**config.mk**
```make
export PLATFORM = sky130hd
export DESIGN_NAME = command_token_lexer_top
export DESIGN_NICKNAME = d
export VERILOG_FILES = /design/src/hdl/cmdlex_pkg.sv /design/src/hdl/command_token_lexer_top.sv
export SDC_FILE = /design/constraint.sdc
export NUM_CORES = 1
export LEC_CHECK = 0
export BUFFER_PORTS_ARGS = -buffer_cell sky130_fd_sc_hd__buf_2
export CAP_MARGIN = 20
export CORE_MARGIN = 1.5
export CORE_UTILIZATION = 45
export DETAILED_ROUTE_END_ITERATION = 6
export PLACE_DENSITY = 0.6
export SLEW_MARGIN = 30
export SYNTH_ARGS = -nofsm -noshare
export SYNTH_HDL_FRONTEND = slang
export SYNTH_SLANG_ARGS = --single-unit
```
**constraint.sdc**
```tcl
create_clock -name clk_i -period 6.23 [get_ports clk_i]
set_clock_uncertainty 0.2 [all_clocks]
set_input_delay 0.623 -clock clk_i [delete_from_list [all_inputs] [get_ports clk_i]]
set_output_delay 0.623 -clock clk_i [all_outputs]
set_load 0.05 [all_outputs]
```
**src/hdl/cmdlex_pkg.sv**
```systemverilog
// package for the command token lexer
// holds token kinds, token categories, result record and saturating digit step
// no dependencies
`timescale 1ns / 1ps

package cmdlex_pkg;

  // longest token buffer; a token is cut at BUFFER_LEN-1 characters
  localparam int unsigned BUFFER_LEN = 255;
  localparam int unsigned LEN_W      = $clog2(BUFFER_LEN);

  // token kinds on the result channel
  localparam logic [3:0] KIND_DELIM = 4'd0;
  localparam logic [3:0] KIND_EXIT  = 4'd7;
  localparam logic [3:0] KIND_RUN   = 4'd8;
  localparam logic [3:0] KIND_SKIP  = 4'd9;

  // category of the token in progress; codes 1..6 equal the token kinds
  typedef enum logic [2:0] {
    CAT_NONE  = 3'd0,
    CAT_INT   = 3'd1,
    CAT_PCT   = 3'd2,
    CAT_FRAME = 3'd3,
    CAT_FRAC  = 3'd4,
    CAT_CHAR  = 3'd5,
    CAT_WORD  = 3'd6
  } cat_e;

  // character codes
  localparam logic [7:0] CH_SPACE = 8'h20;
  localparam logic [7:0] CH_TAB   = 8'h09;
  localparam logic [7:0] CH_SEMI  = 8'h3B;
  localparam logic [7:0] CH_CR    = 8'h0D;
  localparam logic [7:0] CH_LF    = 8'h0A;
  localparam logic [7:0] CH_ZERO  = 8'h30;
  localparam logic [7:0] CH_NINE  = 8'h39;
  localparam logic [7:0] CH_UA    = 8'h41;
  localparam logic [7:0] CH_UZ    = 8'h5A;
  localparam logic [7:0] CH_LA    = 8'h61;
  localparam logic [7:0] CH_LZ    = 8'h7A;
  localparam logic [7:0] CH_F     = 8'h66;
  localparam logic [7:0] CH_PCT   = 8'h25;
  localparam logic [7:0] CH_POINT = 8'h2E;

  // keywords, first character in the top byte
  localparam logic [31:0] KW_EXIT = "exit";
  localparam logic [23:0] KW_RUN  = "run";
  localparam logic [31:0] KW_SKIP = "skip";

  // one result transaction
  typedef struct packed {
    logic [3:0]  kind;
    logic [31:0] value;
    logic [7:0]  frac;
    logic        trunc;
    logic        last;
  } res_t;

  // acc * base + d, saturating at all ones; base is 10 when dec is set, else 8
  function automatic logic [31:0] mac_sat(input logic [31:0] acc, input logic [3:0] d,
                                          input logic dec);
    logic [35:0] p;
    p = {4'd0, acc} << 3;
    if (dec) begin
      p = p + ({4'd0, acc} << 1);
    end
    p = p + {32'd0, d};
    return (p[35:32] != 4'd0) ? 32'hFFFF_FFFF : p[31:0];
  endfunction

endpackage

```
**src/hdl/command_token_lexer_top.sv**
```systemverilog
// command token lexer: cuts a character stream into classified tokens
// input register, single-pass token logic, four-entry result queue
// depends on cmdlex_pkg
//
//  channel | signals                                          | direction
//  --------+--------------------------------------------------+----------
//  symbol  | in_valid_i, in_ready_o, symbol_i                 | in
//  token   | out_valid_o, out_ready_i, token_kind_o, value_o, | out
//          | frac_digits_o, truncated_o, last_o               |
//
// one character per cycle while the input register can drain; a character is taken into
// the input register, then handled and its results written into the result queue
// the input register drains only while the result queue has two free slots,
// so a stalled consumer stops intake after at most four queued results
// rst_ni clears token state and the queue; the keyword buffer needs no reset
`timescale 1ns / 1ps

module command_token_lexer_top (
  input  logic        clk_i,
  input  logic        rst_ni,
  input  logic        in_valid_i,
  output logic        in_ready_o,
  input  logic [7:0]  symbol_i,
  output logic        out_valid_o,
  input  logic        out_ready_i,
  output logic [3:0]  token_kind_o,
  output logic [31:0] value_o,
  output logic [7:0]  frac_digits_o,
  output logic        truncated_o,
  output logic        last_o
);
  import cmdlex_pkg::*;

  // input register
  logic              stg_valid_q;
  logic [7:0]        stg_sym_q;

  // token state
  cat_e              cat_q, cat_d;
  logic [LEN_W-1:0]  len_q, len_d;
  logic [31:0]       acc_q, acc_d;
  logic [31:0]       man_q, man_d;
  logic              oct_q, oct_d;
  logic              ostop_q, ostop_d;
  logic [7:0]        fcnt_q, fcnt_d;
  logic [7:0]        lead_q [4];
  logic              lead_we;

  // result queue
  res_t              fifo_q [4];
  logic [1:0]        wr_ptr_q, rd_ptr_q;
  logic [2:0]        cnt_q;

  // step logic
  logic              fire, pop;
  logic [7:0]        c;
  logic              is_blank, is_delim, is_digit, is_alpha;
  logic [3:0]        dig;
  logic [LEN_W:0]    len_inc;
  res_t              res0, res1;
  logic [1:0]        n_push;

  assign fire       = stg_valid_q && (cnt_q <= 3'd2);
  assign in_ready_o = !stg_valid_q || fire;
  assign pop        = out_valid_o && out_ready_i;

  // character classes after case folding
  always_comb begin
    c = stg_sym_q;
    if (stg_sym_q >= CH_UA && stg_sym_q <= CH_UZ) begin
      c = stg_sym_q + 8'd32;
    end
    is_blank = (c == CH_SPACE) || (c == CH_TAB);
    is_delim = (c == CH_SEMI) || (c == CH_CR) || (c == CH_LF);
    is_digit = (c >= CH_ZERO) && (c <= CH_NINE);
    is_alpha = (c >= CH_LA) && (c <= CH_LZ);
    dig      = c[3:0];
  end

  // token step: next state and up to two results
  always_comb begin
    cat_d   = cat_q;
    len_d   = len_q;
    acc_d   = acc_q;
    man_d   = man_q;
    oct_d   = oct_q;
    ostop_d = ostop_q;
    fcnt_d  = fcnt_q;
    lead_we = 1'b0;
    res0    = '0;
    res1    = '0;
    n_push  = 2'd0;
    len_inc = {1'b0, len_q} + {{LEN_W{1'b0}}, 1'b1};

    if (is_blank || is_delim) begin
      if (cat_q != CAT_NONE) begin
        res0.kind = 4'(cat_q);
        unique case (cat_q) inside
          CAT_INT, CAT_PCT, CAT_FRAME: res0.value = acc_q;
          CAT_FRAC: begin
            res0.value = man_q;
            res0.frac  = fcnt_q;
          end
          CAT_WORD: begin
            if (len_q == LEN_W'(4) && {lead_q[0], lead_q[1], lead_q[2], lead_q[3]} == KW_EXIT) begin
              res0.kind = KIND_EXIT;
            end else if (len_q == LEN_W'(3) && {lead_q[0], lead_q[1], lead_q[2]} == KW_RUN) begin
              res0.kind = KIND_RUN;
            end else if (len_q == LEN_W'(4) &&
                         {lead_q[0], lead_q[1], lead_q[2], lead_q[3]} == KW_SKIP) begin
              res0.kind = KIND_SKIP;
            end
          end
          default: ;
        endcase
        res0.last = !is_delim;
        res1.kind = KIND_DELIM;
        res1.last = 1'b1;
        n_push    = is_delim ? 2'd2 : 2'd1;
        cat_d     = CAT_NONE;
        len_d     = '0;
        acc_d     = '0;
        man_d     = '0;
        oct_d     = 1'b0;
        ostop_d   = 1'b0;
        fcnt_d    = '0;
      end
    end else begin
      lead_we = (len_q < LEN_W'(4));

      // category transition
      unique case (cat_q)
        CAT_NONE: begin
          if (is_digit) begin
            cat_d = CAT_INT;
            oct_d = (c == CH_ZERO);
          end else if (c == CH_POINT) begin
            cat_d = CAT_FRAC;
          end else if (is_alpha) begin
            cat_d = CAT_WORD;
          end else begin
            cat_d = CAT_CHAR;
          end
        end
        CAT_INT: begin
          if (!is_digit) begin
            if (c == CH_F) begin
              cat_d = CAT_FRAME;
            end else if (c == CH_PCT) begin
              cat_d = CAT_PCT;
            end else if (c == CH_POINT) begin
              cat_d = CAT_FRAC;
            end else begin
              cat_d = CAT_WORD;
            end
          end
        end
        CAT_FRAC: begin
          if (!is_digit) begin
            cat_d = CAT_WORD;
          end
        end
        default: cat_d = CAT_WORD;
      endcase

      // digit accumulation
      if (is_digit && (cat_d == CAT_INT || cat_d == CAT_FRAC)) begin
        if (cat_d == CAT_INT) begin
          if (oct_d) begin
            if (!ostop_q) begin
              if (dig >= 4'd8) begin
                ostop_d = 1'b1;
              end else begin
                acc_d = mac_sat(acc_q, dig, 1'b0);
              end
            end
          end else begin
            acc_d = mac_sat(acc_q, dig, 1'b1);
          end
        end
        man_d = mac_sat(man_q, dig, 1'b1);
        if (cat_q == CAT_FRAC && fcnt_q != 8'hFF) begin
          fcnt_d = fcnt_q + 8'd1;
        end
      end

      len_d = len_inc[LEN_W-1:0];

      // buffer limit reached
      if (len_inc >= (LEN_W+1)'(BUFFER_LEN - 1)) begin
        res0.kind  = 4'(cat_d);
        res0.trunc = 1'b1;
        res0.last  = 1'b1;
        n_push     = 2'd1;
        cat_d      = CAT_NONE;
        len_d      = '0;
        acc_d      = '0;
        man_d      = '0;
        oct_d      = 1'b0;
        ostop_d    = 1'b0;
        fcnt_d     = '0;
      end
    end
  end

  // input register and token state
  always_ff @(posedge clk_i or negedge rst_ni) begin
    if (!rst_ni) begin
      stg_valid_q <= 1'b0;
      cat_q       <= CAT_NONE;
      len_q       <= '0;
      acc_q       <= '0;
      man_q       <= '0;
      oct_q       <= 1'b0;
      ostop_q     <= 1'b0;
      fcnt_q      <= '0;
    end else begin
      if (in_ready_o) begin
        stg_valid_q <= in_valid_i;
      end
      if (fire) begin
        cat_q   <= cat_d;
        len_q   <= len_d;
        acc_q   <= acc_d;
        man_q   <= man_d;
        oct_q   <= oct_d;
        ostop_q <= ostop_d;
        fcnt_q  <= fcnt_d;
      end
    end
  end

  // payload registers: captured symbol and leading characters
  always_ff @(posedge clk_i) begin
    if (in_ready_o && in_valid_i) begin
      stg_sym_q <= symbol_i;
    end
    if (fire && lead_we) begin
      lead_q[len_q[1:0]] <= c;
    end
  end

  // result queue control
  always_ff @(posedge clk_i or negedge rst_ni) begin
    if (!rst_ni) begin
      wr_ptr_q <= '0;
      rd_ptr_q <= '0;
      cnt_q    <= '0;
    end else begin
      if (fire) begin
        wr_ptr_q <= wr_ptr_q + n_push;
      end
      if (pop) begin
        rd_ptr_q <= rd_ptr_q + 2'd1;
      end
      cnt_q <= cnt_q + (fire ? {1'b0, n_push} : 3'd0) - {2'b0, pop};
    end
  end

  // result queue storage
  always_ff @(posedge clk_i) begin
    if (fire && n_push != 2'd0) begin
      fifo_q[wr_ptr_q] <= res0;
    end
    if (fire && n_push == 2'd2) begin
      fifo_q[wr_ptr_q + 2'd1] <= res1;
    end
  end

  // result channel
  assign out_valid_o   = (cnt_q != 3'd0);
  assign token_kind_o  = fifo_q[rd_ptr_q].kind;
  assign value_o       = fifo_q[rd_ptr_q].value;
  assign frac_digits_o = fifo_q[rd_ptr_q].frac;
  assign truncated_o   = fifo_q[rd_ptr_q].trunc;
  assign last_o        = fifo_q[rd_ptr_q].last;

endmodule
```
==> flow_summary.toml, run 1 <==
[status]
status = "completed"

[timing]
finalCriticalPeriod_ns = 4.94
timing.fmax_mhz = 202
rsz0062_at_grt = "no"
finalHoldViolCount = 0
finalMaxSlewViolations = 0
tns_ns = 0
setup_viol = 0
tightest_slew_ns = 0.853
period_share = 0.794
maxSlewHeadroom = 0.431

[route]
first_iter_violations = 1307
vias = 17700
drtAntennaViolNets = 0
wl_per_cell_um = 19.8
remaining_drc_errors = 0
drt-total-wl_um = 59100
vias_per_cell = 5.94
dr.pass1.iters = 7

[setup_path]
worst_ep_arrival_time_ns = 5.15
cp.required_ns = 6.44
worstRegToRegCells = 14
crit_path_end_kind = "flip-flop"
worst-r2r-setup-slack_ns = 1.29
startpoint_type = "flip-flop"
rr_startpoint = "acc_q[2]"
r2r-end = "acc_q[0]"
critPathMaxFanout = 30
worstSetupPathType = "reg -> reg"

[grt]
grt_pass1_vias = 17200
antenna_found_initial = 0
grt_pass1_wl_um = 93800
overflow = 0
grt.total_usage = 0.261
grt_start_max_net_pins = 80

[power]
vdd_ir_drop_max_v = 0.000461
fin_total_pwr_uw = 10700
p_leak_uw = 0.00872
power_density_nw_per_um2 = 489

[cts]
ctsResizeCount = 0
cts_num_sinks = 317
clk_path_buf_depth = 3
clk_latency_ns = 0.53
path_clk_slew_ns = 0.06
cts_buffers = 36
cts_tree = "done"
cts_root_buffer = "clkbuf_16"
htreeDepth = 2

[yosys]
avgSynthCellArea_um2 = 8.34
synth-seq-cells = 317
synth_cells = 2373
synthFlopType = "dfxtp_1"
netlist_area_um2 = 19800
synth_top_cell_by_area = "dfxtp_1"
synth-edff-count = 44
async_flop_share = 0.293
synth_nets = 2469
ys_seq_area_frac = 0.367
ys_types = 94
ys.warnings.count = 0
synth_area_leaders = "dfxtp_1, dfrtp_1, nand2_1, a21oi_1, edfxtp_1"
synth_top_cell_area_share = 0.182

[placed_design]
port_buffers = 59
place_congestion = 0.891
dpl.hpwl_um = 41200

[layout]
fill_cells = 4127
area_growth_pct = 10.2
drive_gt1_frac = 0.100
fin_nets = 2469
n_antenna_cell = 0

[floorplanning]
core_um2 = 43300
ios = 60
chipHeight_um = 213
start_util = 0.457
rows = 76
die_w_um = 213
fp.dieArea_um2 = 45200

[hold_path]
min_to = "stg_sym_q[6]"
min_path_type = "in -> reg"
hold_path_depth = 1
min_from = "symbol_i[6]"

[run]
cap_violations = 0
[cells by family after synthesis]
family                     synth area share
adders and majority gates            0.0550
AOI/OAI and AO/OA                     0.199
xor gates and xnor gates             0.0549
and+or+nand+nor                       0.214
muxes                                0.0763
DFF                                   0.367
buffers and inverters                0.0347
[through the flow]
step                      area [um2]  instances  hold WS (ns)  utilization  setup slack [ns]
after floorplan                19800       2373         0.127            -              1.89
after global placement         20600       2918         0.235        0.477              1.44
after detailed placement       20700       2919         0.242        0.478              1.33
after CTS                      21800       2985        0.0529        0.504              1.31
after global routing           21800       2985        0.0573        0.504             0.869
final                          21800       2985        0.0695        0.504              1.29
[metal layers]
metal	vias up	GRT usage	routed length, um
met4	0	0.0849	1650
li1	8524	-	-
met1	8611	0.348	26700
met5	-	0	0
met2	490	0.443	28200
met3	96	0.0288	2560
[synth_stat cells, types with 10 or more instances]
cell and n:
a211oi_1 11, a21o_1 28, a21oi_1 267, a22oi_1 38, a31oi_1 21, and2_1 25
and3_1 27, buf_1 12, buf_2 23, clkbuf_1 96, dfrtp_1 93, dfxtp_1 180
edfxtp_1 44, ha_1 79, inv_1 39, mux2i_1 45, mux4_2 46, nand2_1 378
nand2b_1 13, nand3_1 55, nand4_1 33, nor2_1 264, nor2b_1 17, nor3_1 25
o211ai_1 10, o21a_1 20, o21ai_0 170, o21bai_1 15, o31ai_1 10, or3_1 13
xnor2_1 74, xor2_1 50
[flip-flops by register name (all words and copies together), names as in the netlist]
register / flops
acc_q: 32
cat_q: 3
cnt_q: 3
fcnt_q: 8
fifo_q: 184
lead_q: 32
len_q: 8
man_q: 32
oct_q: 1
ostop_q: 1
rd_ptr_q: 2
stg_sym_q: 8
stg_valid_q: 1
wr_ptr_q: 2
[worst max path at each step]
stage,from,endpoint,slack [ns]
after global placement,acc_q[2],acc_q[0],1.44
after floorplan,acc_q[2],acc_q[0],1.89
final,acc_q[2],acc_q[0],1.29
after global routing,acc_q[2],acc_q[0],0.87
after CTS,acc_q[2],acc_q[0],1.31
after detailed placement,acc_q[2],acc_q[0],1.33
[worst max-delay path: stages (launching register included)]
cell and delay [ns]:
dfrtp_1 0.45, ha_1 0.25, fa_1 0.41, a211oi_1 0.50, nor2_1 0.13, xnor2_1 0.21
nor4_1 0.43, or3b_2 0.57, nor4_4 0.45, nand4_2 0.24, nor3_2 0.17, nand4_1 0.11
buf_4 0.27, a31o_1 0.25, a22o_1 0.19
[layout make-up]
| type | count | area, um2 | share of cell area |
|---|---|---|---|
| clock buffers | 56 | 1060 | 0.0484 |
| flip-flops and latches | 317 | 7260 | 0.333 |
| inverters | 39 | 146 | 0.00671 |
| repair buffers | 96 | 639 | 0.0293 |
| multi-input cells | 1883 | 11900 | 0.546 |
| well taps | 585 | 732 | 0.0336 |
| clock inverters | 9 | 58.8 | 0.00270 |
[power breakdown]
part	internal (uW)	switching [uW]	total, uW	leakage (uW)
logic	2170	3430	5600	0.00513
clock network	1170	849	2020	0.000550
registers	2390	652	3040	0.00304
[cells in the final DEF (no fill, tap or decap), types with 33 or more instances in the layout]
master,instances
o21ai_0,169
nand4_1,33
a21oi_1,267
nand3_1,53
nor2_1,256
a22oi_1,38
clkbuf_16,36
mux2i_1,45
ha_1,79
dfxtp_1,180
nand2_1,376
buf_2,58
edfxtp_1,44
inv_1,39
dfrtp_1,91
mux4_2,46
xor2_1,50
xnor2_1,74
[timing repair]
item | 4_1_cts | 5_1_grt
buffers inserted | 0 | 0
hold buffers | 1 | 0
endpoints found under the hold margin | 14 | 0
setup endpoints to repair | 0 | 0
Note: power is estimated with default switching activity, not from simulation.
==> run 2: changes to the inputs <==
--- a/config.mk
+++ b/config.mk
@@ -10,7 +10,7 @@
 export CORE_MARGIN = 1.5
 export CORE_UTILIZATION = 45
 export DETAILED_ROUTE_END_ITERATION = 6
-export PLACE_DENSITY = 0.6
+export PLACE_DENSITY = 0.62
 export SLEW_MARGIN = 30
 export SYNTH_ARGS = -nofsm -noshare
 export SYNTH_HDL_FRONTEND = slang
==> constraint.sdc (replaced) <==
create_clock -name clk_i -period 4.2 [get_ports clk_i]
set_clock_uncertainty 0.2 [all_clocks]
set_input_delay 0.42 -clock clk_i [delete_from_list [all_inputs] [get_ports clk_i]]
set_output_delay 0.42 -clock clk_i [all_outputs]
set_load 0.05 [all_outputs]
==> flow_summary.toml, run 2 (synthesized netlist as in run 1, its figures left out) <==
[status]
status = "finished, violations left"
violations = "setup timing"

[setup_path]
rr_startpoint = "acc_q[2]"
worst-r2r-setup-slack_ns = -0.02
cp.required_ns = 4.42
r2r-end = "acc_q[0]"
worst_ep_arrival_time_ns = 4.44
worstRegToRegCells = 15
critPathMaxFanout = 8
startpoint_type = "flip-flop"
worstSetupPathType = "reg -> reg"
crit_path_end_kind = "flip-flop"

[cts]
path_clk_slew_ns = 0.06
cts_num_sinks = 317
clk_latency_ns = 0.54
cts_tree = "done"
cts_buffers = 35
cts_root_buffer = "clkbuf_16"
htreeDepth = 2
clk_path_buf_depth = 3

[layout]
drive_gt1_frac = 0.185
largest_reg_flops = 184
fin_nets = 2649
max_flop_register = "fifo_q"
area_growth_pct = 20.6
final_common_cell = "nand2_1"
final_cell_mix = "nand2_1, nor2_1, a21oi_1"
layout.cells.non_filler = 3165

[floorplanning]
fp.dieArea_um2 = 45200
ios = 60
chipHeight_um = 213
rows = 76
core_um2 = 43300
start_util = 0.457
die_w_um = 213

[hold_path]
hold_path_depth = 3
min_path_type = "in -> reg"
min_to = "rd_ptr_q[0]"
min_from = "out_ready_i"

[power]
power_density_nw_per_um2 = 764
p_leak_uw = 0.00971
vdd_ir_drop_max_v = 0.000620

[timing]
finalHoldViolCount = 0
tightest_slew_ns = 0.764
timing.fmax_mhz = 237
setup_viol = 2
rsz0062_at_grt = "yes"
setup_ws_ns = -0.0211
maxSlewHeadroom = 0.491
period_share = 1.01
finalCriticalPeriod_ns = 4.22
finalMaxSlewViolations = 0
whs_ns = 0.103

[grt]
grt_pass1_wl_um = 97600
grt.total_usage = 0.273
grt_pass1_vias = 17900
grt_start_max_net_pins = 63
overflow = 0
antenna_found_initial = 1

[route]
vias_per_cell = 5.91
dr_wl_met2_um = 29700
wl_met3_um = 3440
vias = 18700
drtAntennaViolNets = 0
remaining_drc_errors = 0
highest_layer = "met4"
dr.pass1.iters = 5
first_iter_violations = 1513
wl_per_cell_um = 19.7
drt-total-wl_um = 62300
wl_met1_um = 27600

[placed_design]
placedCellCount = 3073
dpl.hpwl_um = 43200
place_congestion = 0.946
port_buffers = 59

[run]
cap_violations = 0
-- run 2: layer usage --
| metal | track usage | vias to the layer above |
|---|---|---|
| li1 | - | 8873 |
| met1 | 0.374 | 9102 |
| met5 | 0 | - |
| met2 | 0.459 | 636 |
| met4 | 0.0741 | 0 |
| met3 | 0.0278 | 104 |
-- run 2: stage by stage --
step	worst slack [ns]	utilization	power (uW)	area [um2]	TNS (ns)
after floorplan	0.00156	-	10600	19800	0
after global placement	-0.443	0.507	14000	22000	-9.50
after detailed placement	-0.437	0.507	14200	22000	-10.90
after CTS	0.00248	0.540	17500	23400	0
after global routing	-0.110	0.551	19400	23900	-2.38
final	-0.0211	0.551	18200	23900	-0.0240
-- run 2: final cells by class --
cell class                      instances  area [um2]
Tap cell                              585         732
Clock inverter                         10         126
Antenna cell                            1        2.50
Fill cell                            3928       19400
Timing Repair Buffer                  277        2220
Inverter                               39         146
Clock buffer                           53        1010
Multi-Input combinational cell       1883       12400
Sequential cell                       317        7260
-- run 2: worst max-delay path by stage --
stage | start | end | depth (start not counted)
3_5_place_dp | man_q[3] | man_q[30] | 13
6_report | acc_q[2] | acc_q[0] | 15
2_1_floorplan | acc_q[2] | acc_q[0] | 14
3_3_place_gp | man_q[3] | man_q[30] | 13
4_1_cts | acc_q[0] | acc_q[0] | 15
5_1_grt | man_q[2] | man_q[4] | 16
-- run 2: worst max-delay path, cell delays in order, from the launching register on --
cell      delay [ns]
dfrtp_1         0.39
ha_2            0.22
fa_2            0.42
a211oi_4        0.34
nor2_2          0.10
xnor2_2         0.17
nor4_4          0.35
or3b_4          0.44
nor4_4          0.31
nand4_2         0.17
nor3_2          0.18
nand4_1         0.13
buf_6           0.18
buf_12          0.14
a31o_1          0.17
a22o_1          0.18
-- run 2: power by group --
group / switching [uW] / internal (uW)
sequential: 774 / 3550
clock: 1290 / 1810
combinational: 6120 / 4700
-- run 2: timing repair --
| action | CTS | global route |
|---|---|---|
| pin swaps | 13 | 27 |
| endpoints found under the hold margin | 70 | 0 |
| gates cloned | 2 | 2 |
| buffers inserted | 6 | 8 |
| hold buffers | 10 | 0 |
| gates resized for setup | 19 | 83 |
| endpoints found under the setup margin | 61 | 178 |
